**src/sv/fsmf_pkg.sv**
```systemverilog
// ---------------------------------------------------------------------------
// fsmf_pkg
// Shared widths, types and helpers for the five-sample mode filter.
// ---------------------------------------------------------------------------
package fsmf_pkg;

    localparam int NUM_SAMPLES = 5;
    localparam int SAMPLE_W    = 7;
    localparam int TAG_W       = 4;
    localparam int WIN_W       = 4;
    localparam int COUNT_W     = 3;

    localparam logic [WIN_W-1:0] WIN_RESET = 4'd1;

    typedef logic [SAMPLE_W-1:0] sample_t;
    typedef logic [TAG_W-1:0]    tag_t;
    typedef logic [WIN_W-1:0]    win_t;
    typedef logic [COUNT_W-1:0]  count_t;

    typedef sample_t [NUM_SAMPLES-1:0] sample_vec_t;
    typedef count_t  [NUM_SAMPLES-1:0] count_vec_t;

    // Tag and samples travelling together through the sorter
    typedef struct packed {
        tag_t        tag;
        sample_vec_t smp;
    } sort_word_t;

    function automatic sample_t smin(input sample_t a, input sample_t b);
        return (b < a) ? b : a;
    endfunction

    function automatic sample_t smax(input sample_t a, input sample_t b);
        return (b < a) ? a : b;
    endfunction

endpackage

```
**src/sv/fsmf_in_if.sv**
```systemverilog
// ---------------------------------------------------------------------------
// fsmf_in_if
// Input channel: group index and five samples with valid/ready.
// ---------------------------------------------------------------------------
interface fsmf_in_if
    import fsmf_pkg::*;
();
    logic    valid;
    logic    ready;
    tag_t    group_index;
    sample_t sample_0;
    sample_t sample_1;
    sample_t sample_2;
    sample_t sample_3;
    sample_t sample_4;

    modport source (
        output valid, group_index, sample_0, sample_1, sample_2, sample_3, sample_4,
        input  ready
    );
    modport sink (
        input  valid, group_index, sample_0, sample_1, sample_2, sample_3, sample_4,
        output ready
    );
endinterface

```
**src/sv/fsmf_out_if.sv**
```systemverilog
// ---------------------------------------------------------------------------
// fsmf_out_if
// Result channel: group tag, chosen value and its support count.
// ---------------------------------------------------------------------------
interface fsmf_out_if
    import fsmf_pkg::*;
();
    logic    valid;
    logic    ready;
    tag_t    group_tag;
    sample_t filtered_value;
    count_t  support_count;

    modport source (
        output valid, group_tag, filtered_value, support_count,
        input  ready
    );
    modport sink (
        input  valid, group_tag, filtered_value, support_count,
        output ready
    );
endinterface

```
**src/sv/fsmf_sorter.sv**
```systemverilog
// ---------------------------------------------------------------------------
// fsmf_sorter
// Two-stage nine-comparator sorting network for five samples, ascending.
// ---------------------------------------------------------------------------
module fsmf_sorter
    import fsmf_pkg::*;
(
    input  logic       clk,
    input  logic       rst_n,
    input  logic       in_valid,
    output logic       in_ready,
    input  sort_word_t in_word,
    output logic       out_valid,
    input  logic       out_ready,
    output sort_word_t out_word
);

    logic       a_valid_reg;
    sort_word_t a_word_reg;
    sort_word_t a_word_next;
    logic       a_ready;

    logic       b_valid_reg;
    sort_word_t b_word_reg;
    sort_word_t b_word_next;
    logic       b_ready;

    sample_vec_t l1;
    sample_vec_t l2;
    sample_vec_t l3;
    sample_vec_t l4;
    sample_vec_t l5;
    sample_vec_t l6;

    // Stage A: first three comparator layers
    always_comb
    begin
        l1 = in_word.smp;
        l1[0] = smin(in_word.smp[0], in_word.smp[1]);
        l1[1] = smax(in_word.smp[0], in_word.smp[1]);
        l1[3] = smin(in_word.smp[3], in_word.smp[4]);
        l1[4] = smax(in_word.smp[3], in_word.smp[4]);

        l2 = l1;
        l2[2] = smin(l1[2], l1[4]);
        l2[4] = smax(l1[2], l1[4]);

        l3 = l2;
        l3[2] = smin(l2[2], l2[3]);
        l3[3] = smax(l2[2], l2[3]);
        l3[1] = smin(l2[1], l2[4]);
        l3[4] = smax(l2[1], l2[4]);

        a_word_next.tag = in_word.tag;
        a_word_next.smp = l3;
    end

    // Stage B: last three comparator layers
    always_comb
    begin
        l4 = a_word_reg.smp;
        l4[0] = smin(a_word_reg.smp[0], a_word_reg.smp[3]);
        l4[3] = smax(a_word_reg.smp[0], a_word_reg.smp[3]);

        l5 = l4;
        l5[0] = smin(l4[0], l4[2]);
        l5[2] = smax(l4[0], l4[2]);
        l5[1] = smin(l4[1], l4[3]);
        l5[3] = smax(l4[1], l4[3]);

        l6 = l5;
        l6[1] = smin(l5[1], l5[2]);
        l6[2] = smax(l5[1], l5[2]);

        b_word_next.tag = a_word_reg.tag;
        b_word_next.smp = l6;
    end

    // Each stage advances when empty or when its successor takes its word
    assign b_ready  = !b_valid_reg || out_ready;
    assign a_ready  = !a_valid_reg || b_ready;
    assign in_ready = a_ready;

    always_ff @(posedge clk or negedge rst_n)
    begin
        if (!rst_n)
        begin
            a_valid_reg <= 1'b0;
            b_valid_reg <= 1'b0;
        end
        else
        begin
            if (a_ready)
            begin
                a_valid_reg <= in_valid;
            end
            if (b_ready)
            begin
                b_valid_reg <= a_valid_reg;
            end
        end
    end

    // Payload: load only when a word moves in
    always_ff @(posedge clk)
    begin
        if (a_ready && in_valid)
        begin
            a_word_reg <= a_word_next;
        end
        if (b_ready && a_valid_reg)
        begin
            b_word_reg <= b_word_next;
        end
    end

    assign out_valid = b_valid_reg;
    assign out_word  = b_word_reg;

endmodule

```
**src/sv/five_sample_mode_filter.sv**
```systemverilog
// ---------------------------------------------------------------------------
// five_sample_mode_filter
// Cluster-mode filter: sorts five samples, counts neighbours within a
// programmable window and returns the first sample with the greatest count.
// ---------------------------------------------------------------------------
//
//   channel   | kind          | contents
//   ----------+---------------+----------------------------------------------
//   samples   | valid/ready   | group_index, sample_0 .. sample_4
//   result    | valid/ready   | group_tag, filtered_value, support_count
//   cfg       | write enable  | cfg_wr_data -> match_window
//
// Four register stages (two sorting, one window-count, one selection/output):
// an accepted word passes through them in that order, each stage registering its result.
// A new word is accepted every cycle unless the full pipeline is stalled by result.ready.
// Each stage has its own valid bit and holds its word while the stage after
// it is full and stalled, so bubbles close up behind a stalled result.
// Reset clears all valid bits and sets match_window to one.
// ---------------------------------------------------------------------------
module five_sample_mode_filter
    import fsmf_pkg::*;
(
    input  logic       clk,
    input  logic       rst_n,
    fsmf_in_if.sink    samples,
    fsmf_out_if.source result,
    input  logic       cfg_wr_en,
    input  logic [WIN_W-1:0] cfg_wr_data
);

    win_t       win_reg;

    sort_word_t in_word;
    sort_word_t srt_word;
    logic       srt_valid;

    logic        c_valid_reg;
    tag_t        c_tag_reg;
    sample_vec_t c_smp_reg;
    count_vec_t  c_cnt_reg;
    count_vec_t  c_cnt_next;
    logic        c_ready;

    logic    d_valid_reg;
    tag_t    d_tag_reg;
    sample_t d_value_reg;
    count_t  d_count_reg;
    sample_t d_value_next;
    count_t  d_count_next;
    logic    d_ready;

    // Window register
    always_ff @(posedge clk or negedge rst_n)
    begin
        if (!rst_n)
        begin
            win_reg <= WIN_RESET;
        end
        else if (cfg_wr_en)
        begin
            win_reg <= cfg_wr_data;
        end
    end

    // Pack the input word for the sorter
    always_comb
    begin
        in_word.tag    = samples.group_index;
        in_word.smp[0] = samples.sample_0;
        in_word.smp[1] = samples.sample_1;
        in_word.smp[2] = samples.sample_2;
        in_word.smp[3] = samples.sample_3;
        in_word.smp[4] = samples.sample_4;
    end

    fsmf_sorter u_sorter (
        .clk       (clk),
        .rst_n     (rst_n),
        .in_valid  (samples.valid),
        .in_ready  (samples.ready),
        .in_word   (in_word),
        .out_valid (srt_valid),
        .out_ready (c_ready),
        .out_word  (srt_word)
    );

    // Count neighbours of each sample; a zero sample never competes
    always_comb
    begin
        logic [SAMPLE_W:0] sk;
        logic [SAMPLE_W:0] sj;
        logic [SAMPLE_W:0] w;
        count_t            cnt;
        w = {{(SAMPLE_W + 1 - WIN_W){1'b0}}, win_reg};
        for (int k = 0; k < NUM_SAMPLES; k++)
        begin
            sk  = {1'b0, srt_word.smp[k]};
            cnt = '0;
            for (int j = 0; j < NUM_SAMPLES; j++)
            begin
                sj = {1'b0, srt_word.smp[j]};
                if ((sj + w >= sk) && (sj <= sk + w))
                begin
                    cnt = cnt + count_t'(1);
                end
            end
            c_cnt_next[k] = (srt_word.smp[k] == '0) ? '0 : cnt;
        end
    end

    // Pick the first sorted sample with the strictly greatest count
    always_comb
    begin
        d_value_next = '0;
        d_count_next = '0;
        for (int k = 0; k < NUM_SAMPLES; k++)
        begin
            if (c_cnt_reg[k] > d_count_next)
            begin
                d_count_next = c_cnt_reg[k];
                d_value_next = c_smp_reg[k];
            end
        end
    end

    assign d_ready = !d_valid_reg || result.ready;
    assign c_ready = !c_valid_reg || d_ready;

    // Valid bits of the count and output stages
    always_ff @(posedge clk or negedge rst_n)
    begin
        if (!rst_n)
        begin
            c_valid_reg <= 1'b0;
            d_valid_reg <= 1'b0;
        end
        else
        begin
            if (c_ready)
            begin
                c_valid_reg <= srt_valid;
            end
            if (d_ready)
            begin
                d_valid_reg <= c_valid_reg;
            end
        end
    end

    // Payload: load only when a word moves in
    always_ff @(posedge clk)
    begin
        if (c_ready && srt_valid)
        begin
            c_tag_reg <= srt_word.tag;
            c_smp_reg <= srt_word.smp;
            c_cnt_reg <= c_cnt_next;
        end
        if (d_ready && c_valid_reg)
        begin
            d_tag_reg   <= c_tag_reg;
            d_value_reg <= d_value_next;
            d_count_reg <= d_count_next;
        end
    end

    assign result.valid          = d_valid_reg;
    assign result.group_tag      = d_tag_reg;
    assign result.filtered_value = d_value_reg;
    assign result.support_count  = d_count_reg;

`ifndef SYNTH
    // A chosen value is nonzero exactly when it has support
    assert property (@(posedge clk) disable iff (!rst_n)
        result.valid |-> ((result.filtered_value == '0) == (result.support_count == '0)))
        else $error("filtered value and support count disagree");

    // Support never exceeds the number of samples
    assert property (@(posedge clk) disable iff (!rst_n)
        result.valid |-> (result.support_count <= count_t'(NUM_SAMPLES)))
        else $error("support count out of range");

    // A stalled count stage keeps its word
    assert property (@(posedge clk) disable iff (!rst_n)
        (c_valid_reg && !d_ready) |=> (c_valid_reg && $stable(c_cnt_reg)
            && $stable(c_smp_reg) && $stable(c_tag_reg)))
        else $error("count stage lost its word under stall");

    // The sorter hands on ascending samples
    assert property (@(posedge clk) disable iff (!rst_n)
        srt_valid |-> (srt_word.smp[0] <= srt_word.smp[1]
            && srt_word.smp[1] <= srt_word.smp[2]
            && srt_word.smp[2] <= srt_word.smp[3]
            && srt_word.smp[3] <= srt_word.smp[4]))
        else $error("sorter output not ascending");
`endif

endmodule
```
**src/flat_wrapper.sv**
```systemverilog
// flat-port wrapper written by rule: the top's interface ports become plain ports
module five_sample_mode_filter_flat import fsmf_pkg::*;
  (clk, rst_n, cfg_wr_en, cfg_wr_data, samples_valid, samples_group_index, samples_sample_0, samples_sample_1, samples_sample_2, samples_sample_3, samples_sample_4, samples_ready, result_valid, result_group_tag, result_filtered_value, result_support_count, result_ready);
  fsmf_in_if samples_i ();
  fsmf_out_if result_i ();
  input  logic clk;
  input  logic rst_n;
  input  logic cfg_wr_en;
  input  logic [WIN_W-1:0] cfg_wr_data;
  input wire logic [$bits(samples_i.valid)-1:0] samples_valid;
  input wire logic [$bits(samples_i.group_index)-1:0] samples_group_index;
  input wire logic [$bits(samples_i.sample_0)-1:0] samples_sample_0;
  input wire logic [$bits(samples_i.sample_1)-1:0] samples_sample_1;
  input wire logic [$bits(samples_i.sample_2)-1:0] samples_sample_2;
  input wire logic [$bits(samples_i.sample_3)-1:0] samples_sample_3;
  input wire logic [$bits(samples_i.sample_4)-1:0] samples_sample_4;
  output wire logic [$bits(samples_i.ready)-1:0] samples_ready;
  output wire logic [$bits(result_i.valid)-1:0] result_valid;
  output wire logic [$bits(result_i.group_tag)-1:0] result_group_tag;
  output wire logic [$bits(result_i.filtered_value)-1:0] result_filtered_value;
  output wire logic [$bits(result_i.support_count)-1:0] result_support_count;
  input wire logic [$bits(result_i.ready)-1:0] result_ready;
  assign samples_i.valid = samples_valid;
  assign samples_i.group_index = samples_group_index;
  assign samples_i.sample_0 = samples_sample_0;
  assign samples_i.sample_1 = samples_sample_1;
  assign samples_i.sample_2 = samples_sample_2;
  assign samples_i.sample_3 = samples_sample_3;
  assign samples_i.sample_4 = samples_sample_4;
  assign samples_ready = samples_i.ready;
  assign result_valid = result_i.valid;
  assign result_group_tag = result_i.group_tag;
  assign result_filtered_value = result_i.filtered_value;
  assign result_support_count = result_i.support_count;
  assign result_i.ready = result_ready;
  five_sample_mode_filter u_core (.clk(clk), .rst_n(rst_n), .samples(samples_i), .result(result_i), .cfg_wr_en(cfg_wr_en), .cfg_wr_data(cfg_wr_data));
endmodule
```
**config.mk**
```make
export PLATFORM = sky130hd
export DESIGN_NAME = five_sample_mode_filter_flat
export DESIGN_NICKNAME = d
export VERILOG_FILES = /design/src/sv/fsmf_pkg.sv /design/src/sv/fsmf_in_if.sv /design/src/sv/fsmf_out_if.sv /design/src/sv/fsmf_sorter.sv /design/src/sv/five_sample_mode_filter.sv /design/src/flat_wrapper.sv
export SDC_FILE = /design/constraint.sdc
export NUM_CORES = 1
export LEC_CHECK = 0
export ABC_AREA = 1
export BUFFER_PORTS_ARGS = -buffer_cell sky130_fd_sc_hd__buf_2
export CORE_MARGIN = 2
export CORE_UTILIZATION = 45
export DETAILED_ROUTE_END_ITERATION = 6
export GPL_ROUTABILITY_DRIVEN = 0
export SYNTH_ARGS = -nofsm -noshare
export SYNTH_HDL_FRONTEND = slang
export SYNTH_SLANG_ARGS = --single-unit
```
**constraint.sdc**
```tcl
create_clock -name clk -period 6.65 [get_ports clk]
set_input_delay 0.665 -clock clk [delete_from_list [all_inputs] [get_ports clk]]
set_output_delay 0.665 -clock clk [all_outputs]
set_load 0.02 [all_outputs]
```
==> impl_metrics.toml <==
[floorplan]
dieArea_um2 = 33680
dieHeight_um = 183.5
die_w_um = 183.5
core_um2 = 31640
rows = 65
boundaryPins = 64
start_util = 0.4585

[sta]
min_period_over_period = 0.9086
fin_crit_ns = 6.042
fin_ws_ns = 0.6078
slew_violations = 0
clock_skew_ns = 0.01370
setup_viol_count_final = 0
max_slew_margin = 0.1770
tightest_slew_ns = 1.230
hold_viol = 0
timing.fmax_ghz = 0.1655

[clocking]
cts_tree = "built"
cts_sinks = 154
root_buffer = "clkbuf_16"
clockBufferDepth = 2
cts_setup_buffers = 0
cts_made_buffers = 17
cts_hold_buf = 0
cts_max_level = 4
clkLatencyLatePin_ns = 0.43
clk_transition_reported_paths_ns = 0.07

[synth]
yosys-top-cells-count = "nand2_1, inv_1, ha_1"
synth_cell_types = 49
seq_area_frac_synth = 0.3162
yosysTopAreaCell = "edfxtp_1"
synth_enable_flop_cells = 146
synth_seq_cells = 154
synth_top_area_share = 0.3023
synthesis.instances = 1845
synth_area_leaders = "edfxtp_1, ha_1, nand2_1"
avgSynthCellArea_um2 = 7.861
ys.flop_type = "edfxtp_1"
syn_area_um2 = 14500
synth.most_common_cell = "nand2_1"
yosys_warnings = 0
synth_nets = 2172
async_flop_share = 0.05195

[layout]
drive_gt1_frac = 0.07580
num-nets-final = 2240
area_growth_pct = 9.869
antenna_cells = 0

[drt]
ant_nets = 0
wl_um = 38950
drt_pass1_iterations = 6
vias = 12420
wire_per_inst_um = 16.73
drtIter0Drc = 733
drc = 0
routed_via_density = 5.336

[place]
hpwlAfterDp_um = 31710
portBuffers = 63
dp_slack_ns = 0.1726

[critical_path]
crit_buf_inv = 4
crit_required_ns = 6.83
path_class = "reg -> reg"
max_stage_delay_ns = 0.41
start_kind = "register"
cp_max_fo = 15
critical-path-top-delay-family = "compound AO/OA/AOI/OAI gates"
crit_path_end_kind = "register"
crit_chain = "ha_1 -> nand2_1 -> o21ai_2 -> nand2_1 -> o21ai_0 -> ha_1 -> a32oi_1 -> inv_1 -> nand2_1 -> o21ai_0 -> ha_1 -> nand2_1 -> o21ai_0 -> inv_1 -> a31oi_2 -> inv_1 -> nand2_1 -> o21ai_0 -> ha_1 -> nand2_1 -> o21ai_0 -> o21ai_4 -> inv_1 -> o21ai_0"
cp.arrival_ns = 6.22
crit_path_top_delay_cell = "edfxtp_1"

[global_routing]
grt_usage = 0.2366
antenna_found_initial = 0
grt_max_degree = 55
grt_overflow = 0
grt_pass1_wl_um = 61350
first_global_vias = 11640

[min_path]
min_path_type = "in -> async"

[run]
cap_viol_max_count = 0

[run_status]
status = "finished, final reports clean"
-- worst paths after layout --
check | start | to | slack [ns] | cells past startpoint
setup reg to reg | u_core.c_cnt_reg[5]$_SDFFCE_PN0P_ | u_core.result.support_count[2]$_DFFE_PP_ | 0.61 | 24
setup / recovery | u_core.c_cnt_reg[5]$_SDFFCE_PN0P_ | u_core.result.support_count[2]$_DFFE_PP_ | 0.61 | 24
max in group asynchronous | rst_n | u_core.win_reg[0]$_DFFE_PN1P_ | 6.25 | 1
hold reg to reg | u_core.u_sorter.a_word_reg[38]$_DFFE_PP_ | u_core.u_sorter.out_word[38]$_DFFE_PP_ | 0.42 | 0
min in group clk | samples_group_index[2] | u_core.u_sorter.a_word_reg[37]$_DFFE_PP_ | 0.41 | 1
hold / removal | rst_n | u_core.win_reg[2]$_DFFE_PN0P_ | 0.11 | 1
-- cells in the final DEF (no fill, tap or decap), drive strengths merged, types with 2 or more instances in the layout --
master / count
fa: 5
a21oi: 119
a31oi: 11
bufinv: 3
dfrtp: 7
buf: 75
a221oi: 4
nand3b: 10
nor2: 130
o21a: 11
inv: 301
o21ai: 116
clkinvlp: 2
nand4: 34
mux2: 3
and2: 9
xor2: 9
a32oi: 2
a21boi: 2
a211oi: 9
clkbuf: 17
nor4: 5
a21o: 4
ha: 274
nand3: 126
o21bai: 9
nor3: 9
or2: 10
nand2: 442
edfxtp: 146
xnor2: 6
o211ai: 8
-- cell type report --
class	count	area, um2
Fill cell	3022	15700
Multi-Input combinational cell	1373	8720
Sequential cell	154	4586
Inverter	292	1096
Tap cell	402	503.0
Clock buffer	17	425.4
Timing Repair Buffer	75	405.4
Clock inverter	15	200.2
-- per-layer routing --
| layer | routed length (um) | vias up | part of all wire | track usage |
|---|---|---|---|---|
| li1 | - | 6385 | - | - |
| met1 | 16990 | 5663 | 0.44 | 0.2910 |
| met2 | 18770 | 294 | 0.48 | 0.4177 |
| met3 | 1621 | 80 | 0.042 | 0.02833 |
| met4 | 1569 | 0 | 0.040 | 0.1018 |
| met5 | 0 | - | 0 | 0 |
-- cells by family after synthesis --
group	after synthesis	synth area share
compound gates	300	0.1156
xor+xnor	15	0.009058
fa+ha+maj	279	0.2433
buf+inv	318	0.08437
flops	154	0.3162
mux	3	0.002329
simple gates	776	0.2292
-- repair_timing --
action	CTS	global route
endpoints found under the setup margin	0	10
endpoints found under the hold margin	0	0
gates resized for setup	0	3
-- metrics by stage --
stage                     cells  area [um2]  hold slack (ns)  utilization  setup TNS, ns
after floorplan            1845       14500           0.3694            -              0
after global placement     2296       15290           0.4023       0.4834              0
final                      2328       15940           0.1148       0.5037              0
after detailed placement   2296       15290           0.4052       0.4834              0
after global routing       2328       15940           0.1030       0.5037       -0.06676
after CTS                  2328       15920           0.1022       0.5031              0
Power is left out: the tool's default activity adds up to more than one toggle a clock period on the data nets, which glitch-free logic cannot reach.
